[src/rtl/qppw_pkg.sv]
// ============================================================================
// qppw_pkg: shared types and microcode for the quad perspective point warp
// Holds the operation codes, the unit interface structs, the register file
// map and the constant microcode store run by the sequencer.
// ============================================================================
`default_nettype none

package qppw_pkg;

  localparam int RfAddrW  = 6;
  localparam int RfDepth  = 1 << RfAddrW;
  localparam int PcW      = 8;
  localparam int RomDepth = 1 << PcW;

  typedef enum logic [3:0] {
    OP_ADD,
    OP_SUB,
    OP_MUL,
    OP_DIVM,
    OP_DIVP,
    OP_MST,
    OP_LDX,
    OP_LDY,
    OP_LDONE,
    OP_LDPX,
    OP_LDPY,
    OP_ENDM,
    OP_DONE
  } op_e;

  typedef enum logic [2:0] {
    AL_IDLE,
    AL_MUL,
    AL_MRND,
    AL_DIV,
    AL_DRND
  } alu_state_e;

  typedef enum logic [1:0] {
    SQ_IDLE,
    SQ_FETCH,
    SQ_EXEC,
    SQ_WAIT
  } seq_state_e;

  typedef struct packed {
    logic start;
    op_e  op;
    logic bad;
  } alu_req_t;

  typedef struct packed {
    logic done;
    logic zdiv;
  } alu_rsp_t;

  typedef struct packed {
    op_e                op;
    logic [RfAddrW-1:0] dst;
    logic [RfAddrW-1:0] a;
    logic [RfAddrW-1:0] b;
  } uinstr_t;

  typedef uinstr_t [RomDepth-1:0] urom_t;

  // Register file map. Each quad owns a block of sixteen entries.
  localparam logic [RfAddrW-1:0] RDX1 = 6'd32;
  localparam logic [RfAddrW-1:0] RDY1 = 6'd33;
  localparam logic [RfAddrW-1:0] RDX2 = 6'd34;
  localparam logic [RfAddrW-1:0] RDY2 = 6'd35;
  localparam logic [RfAddrW-1:0] RSX  = 6'd36;
  localparam logic [RfAddrW-1:0] RSY  = 6'd37;
  localparam logic [RfAddrW-1:0] RDEN = 6'd38;
  localparam logic [RfAddrW-1:0] RT1  = 6'd39;
  localparam logic [RfAddrW-1:0] RT2  = 6'd40;
  localparam logic [RfAddrW-1:0] RONE = 6'd41;
  localparam int                 RC   = 42;
  localparam logic [RfAddrW-1:0] RDET = 6'd51;
  localparam int                 RW   = 52;
  localparam logic [RfAddrW-1:0] RPX  = 6'd61;
  localparam logic [RfAddrW-1:0] RPY  = 6'd62;
  localparam int                 RV   = 32;

  localparam logic [PcW-1:0] RecompPc = 8'd17;

  function automatic uinstr_t mk(op_e op, int d, int a, int b);
    uinstr_t u;
    u.op  = op;
    u.dst = RfAddrW'(d);
    u.a   = RfAddrW'(a);
    u.b   = RfAddrW'(b);
    return u;
  endfunction

  // Entry k of the unit-square-to-quad matrix of quad q.
  function automatic int qs(int q, int k);
    int r;
    case (k)
      0:       r = 16 * q + 10;
      1:       r = 16 * q + 11;
      2:       r = 16 * q;
      3:       r = 16 * q + 12;
      4:       r = 16 * q + 13;
      5:       r = 16 * q + 4;
      6:       r = 16 * q + 8;
      7:       r = 16 * q + 9;
      default: r = int'(RONE);
    endcase
    return r;
  endfunction

  function automatic urom_t build_urom();
    urom_t r;
    int    n;
    int    b;
    int    i;
    int    j;
    int    q;
    int    k;
    for (n = 0; n < RomDepth; n++) r[n] = mk(OP_DONE, 0, 0, 0);
    n = 0;
    // Point program.
    r[n] = mk(OP_LDPX, RPX, 0, 0); n++;
    r[n] = mk(OP_LDPY, RPY, 1, 0); n++;
    for (i = 0; i < 3; i++) begin
      r[n] = mk(OP_MUL, RT1, RPX, RW + 3 * i); n++;
      r[n] = mk(OP_MUL, RT2, RPY, RW + 3 * i + 1); n++;
      r[n] = mk(OP_ADD, RT1, RT1, RT2); n++;
      r[n] = mk(OP_ADD, RV + i, RT1, RW + 3 * i + 2); n++;
    end
    r[n] = mk(OP_DIVP, 0, RV, RV + 2); n++;
    r[n] = mk(OP_DIVP, 1, RV + 1, RV + 2); n++;
    r[n] = mk(OP_DONE, 0, 0, 0); n++;
    // Matrix rebuild, falling back into the point program at its end.
    r[n] = mk(OP_LDONE, RONE, 0, 0); n++;
    for (q = 0; q < 2; q++) begin
      b = 16 * q;
      for (k = 0; k < 4; k++) begin
        r[n] = mk(OP_LDX, b + k, 4 * q + k, 0); n++;
      end
      for (k = 0; k < 4; k++) begin
        r[n] = mk(OP_LDY, b + 4 + k, 4 * q + k, 0); n++;
      end
      r[n] = mk(OP_SUB, RDX1, b + 1, b + 2); n++;
      r[n] = mk(OP_SUB, RDY1, b + 5, b + 6); n++;
      r[n] = mk(OP_SUB, RDX2, b + 3, b + 2); n++;
      r[n] = mk(OP_SUB, RDY2, b + 7, b + 6); n++;
      r[n] = mk(OP_SUB, RSX, b, b + 1); n++;
      r[n] = mk(OP_ADD, RSX, RSX, b + 2); n++;
      r[n] = mk(OP_SUB, RSX, RSX, b + 3); n++;
      r[n] = mk(OP_SUB, RSY, b + 4, b + 5); n++;
      r[n] = mk(OP_ADD, RSY, RSY, b + 6); n++;
      r[n] = mk(OP_SUB, RSY, RSY, b + 7); n++;
      r[n] = mk(OP_MUL, RT1, RDX1, RDY2); n++;
      r[n] = mk(OP_MUL, RT2, RDX2, RDY1); n++;
      r[n] = mk(OP_SUB, RDEN, RT1, RT2); n++;
      r[n] = mk(OP_MUL, RT1, RSX, RDY2); n++;
      r[n] = mk(OP_MUL, RT2, RDX2, RSY); n++;
      r[n] = mk(OP_SUB, RT1, RT1, RT2); n++;
      r[n] = mk(OP_DIVM, b + 8, RT1, RDEN); n++;
      r[n] = mk(OP_MUL, RT1, RDX1, RSY); n++;
      r[n] = mk(OP_MUL, RT2, RSX, RDY1); n++;
      r[n] = mk(OP_SUB, RT1, RT1, RT2); n++;
      r[n] = mk(OP_DIVM, b + 9, RT1, RDEN); n++;
      r[n] = mk(OP_SUB, RT1, b + 1, b); n++;
      r[n] = mk(OP_MUL, RT2, b + 8, b + 1); n++;
      r[n] = mk(OP_ADD, b + 10, RT1, RT2); n++;
      r[n] = mk(OP_SUB, RT1, b + 3, b); n++;
      r[n] = mk(OP_MUL, RT2, b + 9, b + 3); n++;
      r[n] = mk(OP_ADD, b + 11, RT1, RT2); n++;
      r[n] = mk(OP_SUB, RT1, b + 5, b + 4); n++;
      r[n] = mk(OP_MUL, RT2, b + 8, b + 5); n++;
      r[n] = mk(OP_ADD, b + 12, RT1, RT2); n++;
      r[n] = mk(OP_SUB, RT1, b + 7, b + 4); n++;
      r[n] = mk(OP_MUL, RT2, b + 9, b + 7); n++;
      r[n] = mk(OP_ADD, b + 13, RT1, RT2); n++;
    end
    // Adjugate of the source matrix.
    r[n] = mk(OP_MUL, RT1, qs(0, 5), qs(0, 7)); n++;
    r[n] = mk(OP_SUB, RC + 0, qs(0, 4), RT1); n++;
    r[n] = mk(OP_MUL, RT1, qs(0, 2), qs(0, 7)); n++;
    r[n] = mk(OP_SUB, RC + 1, RT1, qs(0, 1)); n++;
    r[n] = mk(OP_MUL, RT1, qs(0, 1), qs(0, 5)); n++;
    r[n] = mk(OP_MUL, RT2, qs(0, 2), qs(0, 4)); n++;
    r[n] = mk(OP_SUB, RC + 2, RT1, RT2); n++;
    r[n] = mk(OP_MUL, RT1, qs(0, 5), qs(0, 6)); n++;
    r[n] = mk(OP_SUB, RC + 3, RT1, qs(0, 3)); n++;
    r[n] = mk(OP_MUL, RT1, qs(0, 2), qs(0, 6)); n++;
    r[n] = mk(OP_SUB, RC + 4, qs(0, 0), RT1); n++;
    r[n] = mk(OP_MUL, RT1, qs(0, 2), qs(0, 3)); n++;
    r[n] = mk(OP_MUL, RT2, qs(0, 0), qs(0, 5)); n++;
    r[n] = mk(OP_SUB, RC + 5, RT1, RT2); n++;
    r[n] = mk(OP_MUL, RT1, qs(0, 3), qs(0, 7)); n++;
    r[n] = mk(OP_MUL, RT2, qs(0, 4), qs(0, 6)); n++;
    r[n] = mk(OP_SUB, RC + 6, RT1, RT2); n++;
    r[n] = mk(OP_MUL, RT1, qs(0, 1), qs(0, 6)); n++;
    r[n] = mk(OP_MUL, RT2, qs(0, 0), qs(0, 7)); n++;
    r[n] = mk(OP_SUB, RC + 7, RT1, RT2); n++;
    r[n] = mk(OP_MUL, RT1, qs(0, 0), qs(0, 4)); n++;
    r[n] = mk(OP_MUL, RT2, qs(0, 1), qs(0, 3)); n++;
    r[n] = mk(OP_SUB, RC + 8, RT1, RT2); n++;
    // Determinant, then the inverse in place of the adjugate.
    r[n] = mk(OP_MUL, RT1, qs(0, 0), RC + 0); n++;
    r[n] = mk(OP_MUL, RT2, qs(0, 1), RC + 3); n++;
    r[n] = mk(OP_ADD, RT1, RT1, RT2); n++;
    r[n] = mk(OP_MUL, RT2, qs(0, 2), RC + 6); n++;
    r[n] = mk(OP_ADD, RDET, RT1, RT2); n++;
    for (k = 0; k < 9; k++) begin
      r[n] = mk(OP_DIVM, RC + k, RC + k, RDET); n++;
    end
    // Destination matrix times the inverse.
    for (i = 0; i < 3; i++) begin
      for (j = 0; j < 3; j++) begin
        r[n] = mk(OP_MUL, RT1, qs(1, 3 * i), RC + j); n++;
        r[n] = mk(OP_MUL, RT2, qs(1, 3 * i + 1), RC + 3 + j); n++;
        r[n] = mk(OP_ADD, RT1, RT1, RT2); n++;
        r[n] = mk(OP_MUL, RT2, qs(1, 3 * i + 2), RC + 6 + j); n++;
        r[n] = mk(OP_ADD, RT1, RT1, RT2); n++;
        r[n] = mk(OP_MST, RW + 3 * i + j, RT1, 0); n++;
      end
    end
    r[n] = mk(OP_ENDM, 0, 0, 0);
    return r;
  endfunction

  localparam urom_t UROM = build_urom();

endpackage

`default_nettype wire

[src/rtl/qppw_alu.sv]
// ============================================================================
// qppw_alu: shared arithmetic unit
// Saturating add and subtract, a rounded fixed-point multiply built from four
// 32x32 partial products, a bit-serial rounded divide and a matrix-store clamp.
// ============================================================================
`default_nettype none

module qppw_alu
  import qppw_pkg::*;
#(
  parameter int FRAC_BITS = 16
) (
  input  wire logic        clk_i,
  input  wire logic        rst_ni,
  input  wire alu_req_t    req_i,
  input  wire logic [63:0] a_i,
  input  wire logic [63:0] b_i,
  output alu_rsp_t         rsp_o,
  output logic      [63:0] res_o
);

  localparam int MatFrac = FRAC_BITS + 16;
  localparam logic [63:0] I64Max = {1'b0, {63{1'b1}}};
  localparam logic [63:0] MatMax = 64'(1) << 47;

  alu_state_e   state_q, state_d;
  logic [63:0]  ua_q, ua_d, ub_q, ub_d, rem_q, rem_d, res_q, res_d;
  logic [127:0] acc_q, acc_d;
  logic [6:0]   cnt_q, cnt_d;
  logic         neg_q, neg_d, divp_q, divp_d;
  logic         done_q, done_d, zdiv_q, zdiv_d;

  logic [63:0]  ma, mb, sum, diff, mst, zsat;
  logic         is_div, sum_ovf, diff_ovf;
  logic [63:0]  pp;
  logic [127:0] pp_sh, mq, dq;
  logic [64:0]  rem_sh;
  logic         ge, rup;
  logic [63:0]  mmag, dmag, msres, dsres, dres;

  assign ma = a_i[63] ? 64'd0 - a_i : a_i;
  assign mb = b_i[63] ? 64'd0 - b_i : b_i;
  assign is_div = (req_i.op == OP_DIVM) || (req_i.op == OP_DIVP);

  assign sum      = a_i + b_i;
  assign sum_ovf  = (a_i[63] == b_i[63]) && (sum[63] != a_i[63]);
  assign diff     = a_i - b_i;
  assign diff_ovf = (a_i[63] != b_i[63]) && (diff[63] != a_i[63]);

  always_comb begin
    if (req_i.bad) begin
      mst = '0;
    end else if ($signed(a_i) >= $signed(MatMax)) begin
      mst = MatMax - 64'd1;
    end else if ($signed(a_i) < -$signed(MatMax)) begin
      mst = 64'd0 - MatMax;
    end else begin
      mst = a_i;
    end
  end

  // A zero divisor on a point saturates toward the sign of the numerator.
  always_comb begin
    if (a_i[63]) begin
      zsat = 64'hFFFF_FFFF_8000_0000;
    end else if (a_i != 64'd0) begin
      zsat = 64'h0000_0000_7FFF_FFFF;
    end else begin
      zsat = '0;
    end
  end

  assign pp = 64'(cnt_q[1] ? ua_q[63:32] : ua_q[31:0])
            * 64'(cnt_q[0] ? ub_q[63:32] : ub_q[31:0]);

  always_comb begin
    case (cnt_q[1:0])
      2'd0:    pp_sh = 128'(pp);
      2'd3:    pp_sh = 128'(pp) << 64;
      default: pp_sh = 128'(pp) << 32;
    endcase
  end

  assign mq    = (acc_q + (128'(1) << (MatFrac - 1))) >> MatFrac;
  assign mmag  = (|mq[127:63]) ? I64Max : mq[63:0];
  assign msres = neg_q ? 64'd0 - mmag : mmag;

  assign rem_sh = {rem_q, acc_q[127]};
  assign ge     = rem_sh >= {1'b0, ub_q};

  assign rup   = {rem_q, 1'b0} >= {1'b0, ub_q};
  assign dq    = acc_q + 128'(rup);
  assign dmag  = (|dq[127:63]) ? I64Max : dq[63:0];
  assign dsres = neg_q ? 64'd0 - dmag : dmag;

  always_comb begin
    if (!divp_q) begin
      dres = dsres;
    end else if ($signed(dsres) > 64'sd2147483647) begin
      dres = 64'h0000_0000_7FFF_FFFF;
    end else if ($signed(dsres) < -64'sd2147483648) begin
      dres = 64'hFFFF_FFFF_8000_0000;
    end else begin
      dres = dsres;
    end
  end

  always_comb begin
    state_d = state_q;
    case (state_q)
      AL_IDLE: begin
        if (req_i.start && (req_i.op == OP_MUL)) begin
          state_d = AL_MUL;
        end else if (req_i.start && is_div && (mb != 64'd0)) begin
          state_d = AL_DIV;
        end
      end
      AL_MUL: begin
        if (cnt_q[1:0] == 2'd3) begin
          state_d = AL_MRND;
        end
      end
      AL_DIV: begin
        if (cnt_q == 7'd127) begin
          state_d = AL_DRND;
        end
      end
      default: state_d = AL_IDLE;
    endcase
  end

  always_comb begin
    ua_d   = ua_q;
    ub_d   = ub_q;
    rem_d  = rem_q;
    acc_d  = acc_q;
    cnt_d  = cnt_q;
    neg_d  = neg_q;
    divp_d = divp_q;
    res_d  = res_q;
    done_d = 1'b0;
    zdiv_d = 1'b0;
    case (state_q)
      AL_IDLE: begin
        if (req_i.start) begin
          ua_d   = ma;
          ub_d   = mb;
          rem_d  = '0;
          cnt_d  = '0;
          divp_d = req_i.op == OP_DIVP;
          case (req_i.op)
            OP_ADD: begin
              res_d  = sum_ovf ? (a_i[63] ? ~I64Max : I64Max) : sum;
              done_d = 1'b1;
            end
            OP_SUB: begin
              res_d  = diff_ovf ? (a_i[63] ? ~I64Max : I64Max) : diff;
              done_d = 1'b1;
            end
            OP_MST: begin
              res_d  = mst;
              done_d = 1'b1;
            end
            OP_MUL: begin
              acc_d = '0;
              neg_d = a_i[63] ^ b_i[63];
            end
            OP_DIVM, OP_DIVP: begin
              neg_d = a_i[63] ^ b_i[63];
              acc_d = (req_i.op == OP_DIVP) ? (128'(ma) << FRAC_BITS)
                                            : (128'(ma) << MatFrac);
              if (mb == 64'd0) begin
                res_d  = (req_i.op == OP_DIVP) ? zsat : '0;
                done_d = 1'b1;
                zdiv_d = 1'b1;
              end
            end
            default: ;
          endcase
        end
      end
      AL_MUL: begin
        acc_d = acc_q + pp_sh;
        cnt_d = cnt_q + 7'd1;
      end
      AL_MRND: begin
        res_d  = msres;
        done_d = 1'b1;
      end
      AL_DIV: begin
        rem_d = ge ? 64'(rem_sh - {1'b0, ub_q}) : rem_sh[63:0];
        acc_d = {acc_q[126:0], ge};
        cnt_d = cnt_q + 7'd1;
      end
      AL_DRND: begin
        res_d  = dres;
        done_d = 1'b1;
      end
      default: ;
    endcase
  end

  always_ff @(posedge clk_i or negedge rst_ni) begin
    if (!rst_ni) begin
      state_q <= AL_IDLE;
      done_q  <= 1'b0;
      zdiv_q  <= 1'b0;
    end else begin
      state_q <= state_d;
      done_q  <= done_d;
      zdiv_q  <= zdiv_d;
    end
  end

  always_ff @(posedge clk_i) begin
    ua_q   <= ua_d;
    ub_q   <= ub_d;
    rem_q  <= rem_d;
    acc_q  <= acc_d;
    cnt_q  <= cnt_d;
    neg_q  <= neg_d;
    divp_q <= divp_d;
    res_q  <= res_d;
  end

  assign rsp_o.done = done_q;
  assign rsp_o.zdiv = zdiv_q;
  assign res_o      = res_q;

endmodule

`default_nettype wire

[config.mk]
export PLATFORM = sky130hd
export DESIGN_NAME = qppw_alu
export DESIGN_NICKNAME = d
export VERILOG_FILES = /design/src/rtl/qppw_pkg.sv /design/src/rtl/qppw_alu.sv
export SDC_FILE = /design/constraint.sdc
export NUM_CORES = 2
export LEC_CHECK = 0
export BUFFER_PORTS_ARGS = -buffer_cell sky130_fd_sc_hd__buf_2
export CAP_MARGIN = 5
export CORE_MARGIN = 2
export CORE_UTILIZATION = 38
export DETAILED_ROUTE_END_ITERATION = 8
export GPL_TIMING_DRIVEN = 0
export SYNTH_ARGS = -nofsm -noshare
export SYNTH_HDL_FRONTEND = slang
export SYNTH_SLANG_ARGS = --single-unit
[constraint.sdc]
create_clock -name clk_i -period 40.7 [get_ports clk_i]
set_input_delay 8.14 -clock clk_i [delete_from_list [all_inputs] [get_ports clk_i]]
set_output_delay 8.14 -clock clk_i [all_outputs]
set_load 0.03 [all_outputs]
* Yosys cells after proc, flatten, opt, wreduce, memory -nomap -nowiden
Index checks and enable logic that the tools add are counted.
Word-level totals: bits of input ports 136, flip-flop bits (word level) 398, logic and storage cells 128, output and inout bits 66
Operators by class: order comparisons 6, add/sub/neg operators 11, multiplexer cells 46, multipliers 1, eq/ne operators 22, reductions and logical operators 30, bitwise logic cells 1
Operator list (count):
- $mux 64 | 21
- $pmux 128 s2 | 2
- $pmux 128 s3 | 1
- $pmux 64 s4 | 1
- $sub 1x64->64 const A | 4
- $pmux 64 s3 | 1
- $ge 65x64->1 | 2
- $add 128x1->128 | 1
- $add 128x128->128 | 1
- $add 128x32->128 const B | 1
- $mux 128 | 1
- $pmux 64 s2 | 1
- $reduce_bool 64->1 | 2
- $sub 64x64->64 | 2
- $mux 96 | 1
- $reduce_or 65->1 | 1
- $add 64x64->64 | 1
- $ge 64x49->1 const B | 1
- $gt 64x32->1 const B | 1
- $logic_not 64->1 | 1
- $lt 64x32->1 const B | 1
- $lt 64x48->1 const B | 1
- $mul 32x32->64 | 1
- $mux 32 | 2
- 35 further kinds | 65

* Depth between registers and ports, before layout
depth in word-level cells 11, depth in mapped cells 57, depth with buffers taken out 53

* Worst setup path after synthesis
No wires, ideal clock.
path kind input -> register, start input port req_i[1] (netlist name), end register acc_q[0] (enable), setup time 792 ps, stages on the path 7, setup slack 21681 ps, path buffers 2, data required time 39908 ps, data arrival time 18227 ps, cell sequence nand2b_1 or3_1 clkbuf_1 inv_1 buf_1 nor2_1 o21ai_0
On the way: longest elaborated chain between the ends 4, elaborated cells on any way between the ends 6, classes of those cells eq/ne (4); reduce/logical (2)
RTL lines:
- start, declared | line qppw_alu.sv:15 | input wire alu_req_t req_i,
- $eq 4x2->1 or $eq 4x3->1 (tied branches) | line qppw_alu.sv:151 | case (req_i.op)
- $reduce_or 2->1 | line qppw_alu.sv:151
- $ne 3x3->1 (no source line) *
- $reduce_and 3->1 (no source line) *
- end signal, assigned | line qppw_alu.sv:219 | acc_q <= acc_d;
- end, declared | line qppw_alu.sv:28 | logic [127:0] acc_q, acc_d;
Every way passes the cells marked *; elsewhere a longest branch is shown, timed or not. A chain may end at the register's enable or synchronous reset.

* Worst setup path after layout
start register cnt_q[1], end register acc_q[120], data pin
On the way: longest elaborated chain between the ends 5, elaborated cells on any way between the ends 7, classes of those cells add/sub (1); mul (1); eq/ne (1); mux (3); reduce/logical (1)
RTL lines:
- start, declared | line qppw_alu.sv:29 | logic [6:0] cnt_q, cnt_d;
- start signal, assigned | line qppw_alu.sv:220 | cnt_q <= cnt_d;
- $mux 32 | line qppw_alu.sv:73 | assign pp = 64'(cnt_q[1] ? ua_q[63:32] : ua_q[31:0])
- $mul 32x32->64 | line qppw_alu.sv:74 | * 64'(cnt_q[0] ? ub_q[63:32] : ub_q[31:0]);
- $pmux 128 s2 * | line qppw_alu.sv:77 | case (cnt_q[1:0])
- $add 128x128->128 * | line qppw_alu.sv:183 | acc_d = acc_q + pp_sh;
- $pmux 128 s3 * | line qppw_alu.sv:143 | case (state_q)
- net acc_d[120] | line qppw_alu.sv:28
Mark *: on every way through the listed nets, which the timed path passes. The rest lies on a longest branch.

==> results.txt <==
----------------------------------------------------
[STA]
  Period minus WS final ... 18780 ps
  Max Transition Viols Final ... 18
  Slew margin rel. ... -0.0872
  Final Setup Violations ... 0
  Final hold viol count ... 0
  Clk_skew ... 73.9 ps
  Tightest Pin Transition ... 1620 ps
  Fmax ... 0.0532 GHz
  Total Neg Setup Slack ... 0 ps
  Crit share post-route ... 0.461
  Unrepaired setup endpoints after global routing ... no

[Synthesis]
  Mapped cell area ... 0.0840 mm²
  Count of flip-flops with a built-in enable after synthesis ... 393
  Most numerous cell types in the synthesized netlist ... sky130_fd_sc_hd__inv_1 (1235), sky130_fd_sc_hd__nor2_1 (1229), sky130_fd_sc_hd__nand2_1 (990)
  YS warnings ... 0
  Sequential cell area fraction in the yosys report ... 0.142
  Most frequently used cell type in the post-synthesis netlist ... sky130_fd_sc_hd__inv_1
  Yosys cell types ... 106
  Post-synth net total ... 12200
  Top_reg_cell synth ... sky130_fd_sc_hd__edfxtp_1
  Area contributors post-synth ... sky130_fd_sc_hd__fa_1 (21%), sky130_fd_sc_hd__edfxtp_1 (14%), sky130_fd_sc_hd__ha_1 (8.9%), sky130_fd_sc_hd__inv_1 (5.5%), sky130_fd_sc_hd__nor2_1 (5.5%)
  Synthesized netlist cell count ... 10600
  Share of the synthesized area in the top cell type ... 0.215
  Cell type with the largest total area after synthesis ... sky130_fd_sc_hd__fa_1
  Avg Inst Size Synth ... 7.95 µm²
  #FFs+latches synth ... 398
  Fraction of registers with async set/reset ... 0.0126

[Place]
  Placed standard-cell area ... 0.0895 mm²
  Detailed-placement wirelength estimate ... 377000 µm
  PortBufs ... 200
  Routability congestion estimate ... 1.09

[GRT]
  Maximum number of pins on one net before global-route repair ... 68
  Via count of the first global-routing pass ... 84000
  Overall global routing resource usage ... 0.393
  Grt total ovfl ... 0
  Number of antenna violations at the first check in global routing ... 38
  First-pass GRT wire length ... 631000 µm

[Floorplan]
  Total die area ... 0.225 mm²
  Die height ... 474 µm
  Placement row count ... 172
  Horizontal die dimension ... 474 µm
  Top-level I/O count ... 202
  Core Area ... 0.220 mm²
  Initial core utilization ... 0.382

[Clock tree]
  Count of clock tree sinks ... 398
  CTS tree ... built
  Maximum root-to-sink buffer count ... 3
  Hold_buf cts ... 0
  Depth of the CTS H-tree ... 2
  Setup repair bufs after CTS ... 0
  Clock slew at reported path FFs ... 70 ps
  Resized Gates After CTS ... 0
  Worst-skew pair later-pin latency ... 730 ps
  CTS root buffer ... sky130_fd_sc_hd__clkbuf_16
  Number of buffers created by CTS ... 50

[Drt]
  Remaining antenna violation count after routing ... 0
  Vias ... 88200
  Sum of met2 wire segment lengths after detailed routing ... 184000 µm
  Amount of wire on met3 after detailed routing ... 54500 µm
  Average vias per placed instance ... 6.34
  Initial detailed-routing violation count ... 12300
  Total wire length ... 454000 µm
  Final routed DRC violation total ... 8
  1st-pass router iterations ... 9
  WL met1 ... 172000 µm
  Average detailed-routed wire length per instance ... 32.6 µm
  DR top layer ... met5

[Hold path]
  Class of the most critical hold timing path ... reg2reg
  Hold_sp ... rem_q[49]

[Worst setup path]
  Setup crit start kind ... register
  Path type of the worst setup path ... reg2reg
  Arrival time reported for the critical path endpoint ... 19210 ps
  WP data required ... 41130 ps
  Delay of the slowest cell on the worst path ... 1270 ps
  Cell with the largest stage delay on the worst path ... sky130_fd_sc_hd__mux2i_1
  CP Max Fanout ... 10
  Crit path capture type ... register
  Most numerous cell on the critical path ... sky130_fd_sc_hd__fa_1
  Critical path startpoint ... cnt_q[1]
  Worst reg2reg startpoint ... cnt_q[1]

[Layout]
  Proportion of layout cells with a drive suffix above 1 ... 0.0529
  Area growth from synthesis to layout ... 8.85%
  Area of all placed cells without fillers ... 0.0914 mm²
  Combined area of the multi-input logic cells ... 0.0652 mm²
  Core utilization of the finished layout ... 0.416
  Net total in the final layout ... 12500
  Storage element area ... 0.0119 mm²
  Filler cells ... 22600

[Outcome]
  Outcome ... finished, violations left
  Failing checks ... design-rule violations, max-capacitance violations, max-slew violations

[Job]
  Number of maximum-capacitance constraint violations ... 4

----------------------------------------------------
[cell type report]
cell class / count / share of cell area
Timing Repair Buffer: 266 / 0.0195
Inverter: 1239 / 0.0509
Clock buffer: 51 / 0.0137
Clock inverter: 42 / 0.00521
Multi-Input combinational cell: 8323 / 0.713
Tap cell: 2958 / 0.0405
Buffer: 602 / 0.0258
Sequential cell: 398 / 0.130
Antenna cell: 27 / 0.000739
[state kept, by name (all words and copies together), names as in the netlist, 3 cells and up]
register,count
acc_q,128
rem_q,64
res_o,64
ua_q,64
ub_q,64
cnt_q,7
state_q,3
[worst paths after layout]
kind | end | slack, ps | cells past startpoint
hold / removal | rem_q[50] | 580 | 2
setup / recovery | acc_q[120] | 21920 | 47
hold reg to reg | rem_q[50] | 580 | 2
max in group asynchronous | state_q[2] | 33080 | 1
min in group asynchronous | done_q | 7360 | 1
setup reg to reg | acc_q[120] | 21920 | 47
[metrics by stage]
stage	setup WS (ps)	cells	hold WS, ps
finish	21920	13900	577
global route	21640	13900	616
CTS	22760	13900	569
detailed placement	22810	13800	580
global placement	14580	13700	566
floorplan	21680	10600	546
[routing by layer]
| metal | up-vias | global-route usage |
|---|---|---|
| met5 | - | 0.00281 |
| met4 | 12 | 0.301 |
| met3 | 1395 | 0.106 |
| met2 | 6314 | 0.564 |
| met1 | 43500 | 0.500 |
| li1 | 36900 | - |
[cell usage in the layout (no fill, tap or decap), drive strengths merged, types with 27 or more instances in the layout]
cell type     n
o31ai        90
o21ai       564
clkbuf      551
buf         368
o21a         44
mux2i        81
o221ai       32
nand2       992
and2        113
and3        100
xor2        204
nand3       275
nor3        176
nor2       1230
o211ai       66
edfxtp      393
diode        27
nand4       211
nor4        149
a211oi       43
and4         41
ha          597
nor2b        54
a222oi       34
inv        1246
xnor2       479
a21oi       727
fa          901
a21boi       44
o41ai        34
a31oi        58
o22ai        47
or3          58
a22o         63
a21o        197
nand2b       80
o21bai      107
o311ai       37
or4          57
mux2         40
[kinds of logic after synthesis]
| group | after synthesis | share of synthesized area |
|---|---|---|
| AO/OA/AOI/OAI | 2395 | 0.181 |
| XOR/XNOR | 683 | 0.0712 |
| adder cells (fa/ha/maj) | 1499 | 0.304 |
| buffers and inverters | 1841 | 0.0834 |
| flip-flops | 398 | 0.142 |
| multiplexers | 121 | 0.0150 |
| AND/OR/NAND/NOR | 3625 | 0.203 |
[critical path, delay by kind of cell, from the launching register on]
| kind | cells | cell delay [ps] |
|---|---|---|
| AOI/OAI and AO/OA | 22 | 8130 |
| muxes | 1 | 1270 |
| xor gates and xnor gates | 1 | 190 |
| and+or+nand+nor | 5 | 1030 |
| DFF | 1 | 440 |
| buffers and inverters | 8 | 2480 |
| adders and majority gates | 10 | 4970 |
Power is left out: the tool's default activity adds up to more than one toggle a clock period on the data nets, which glitch-free logic cannot reach.
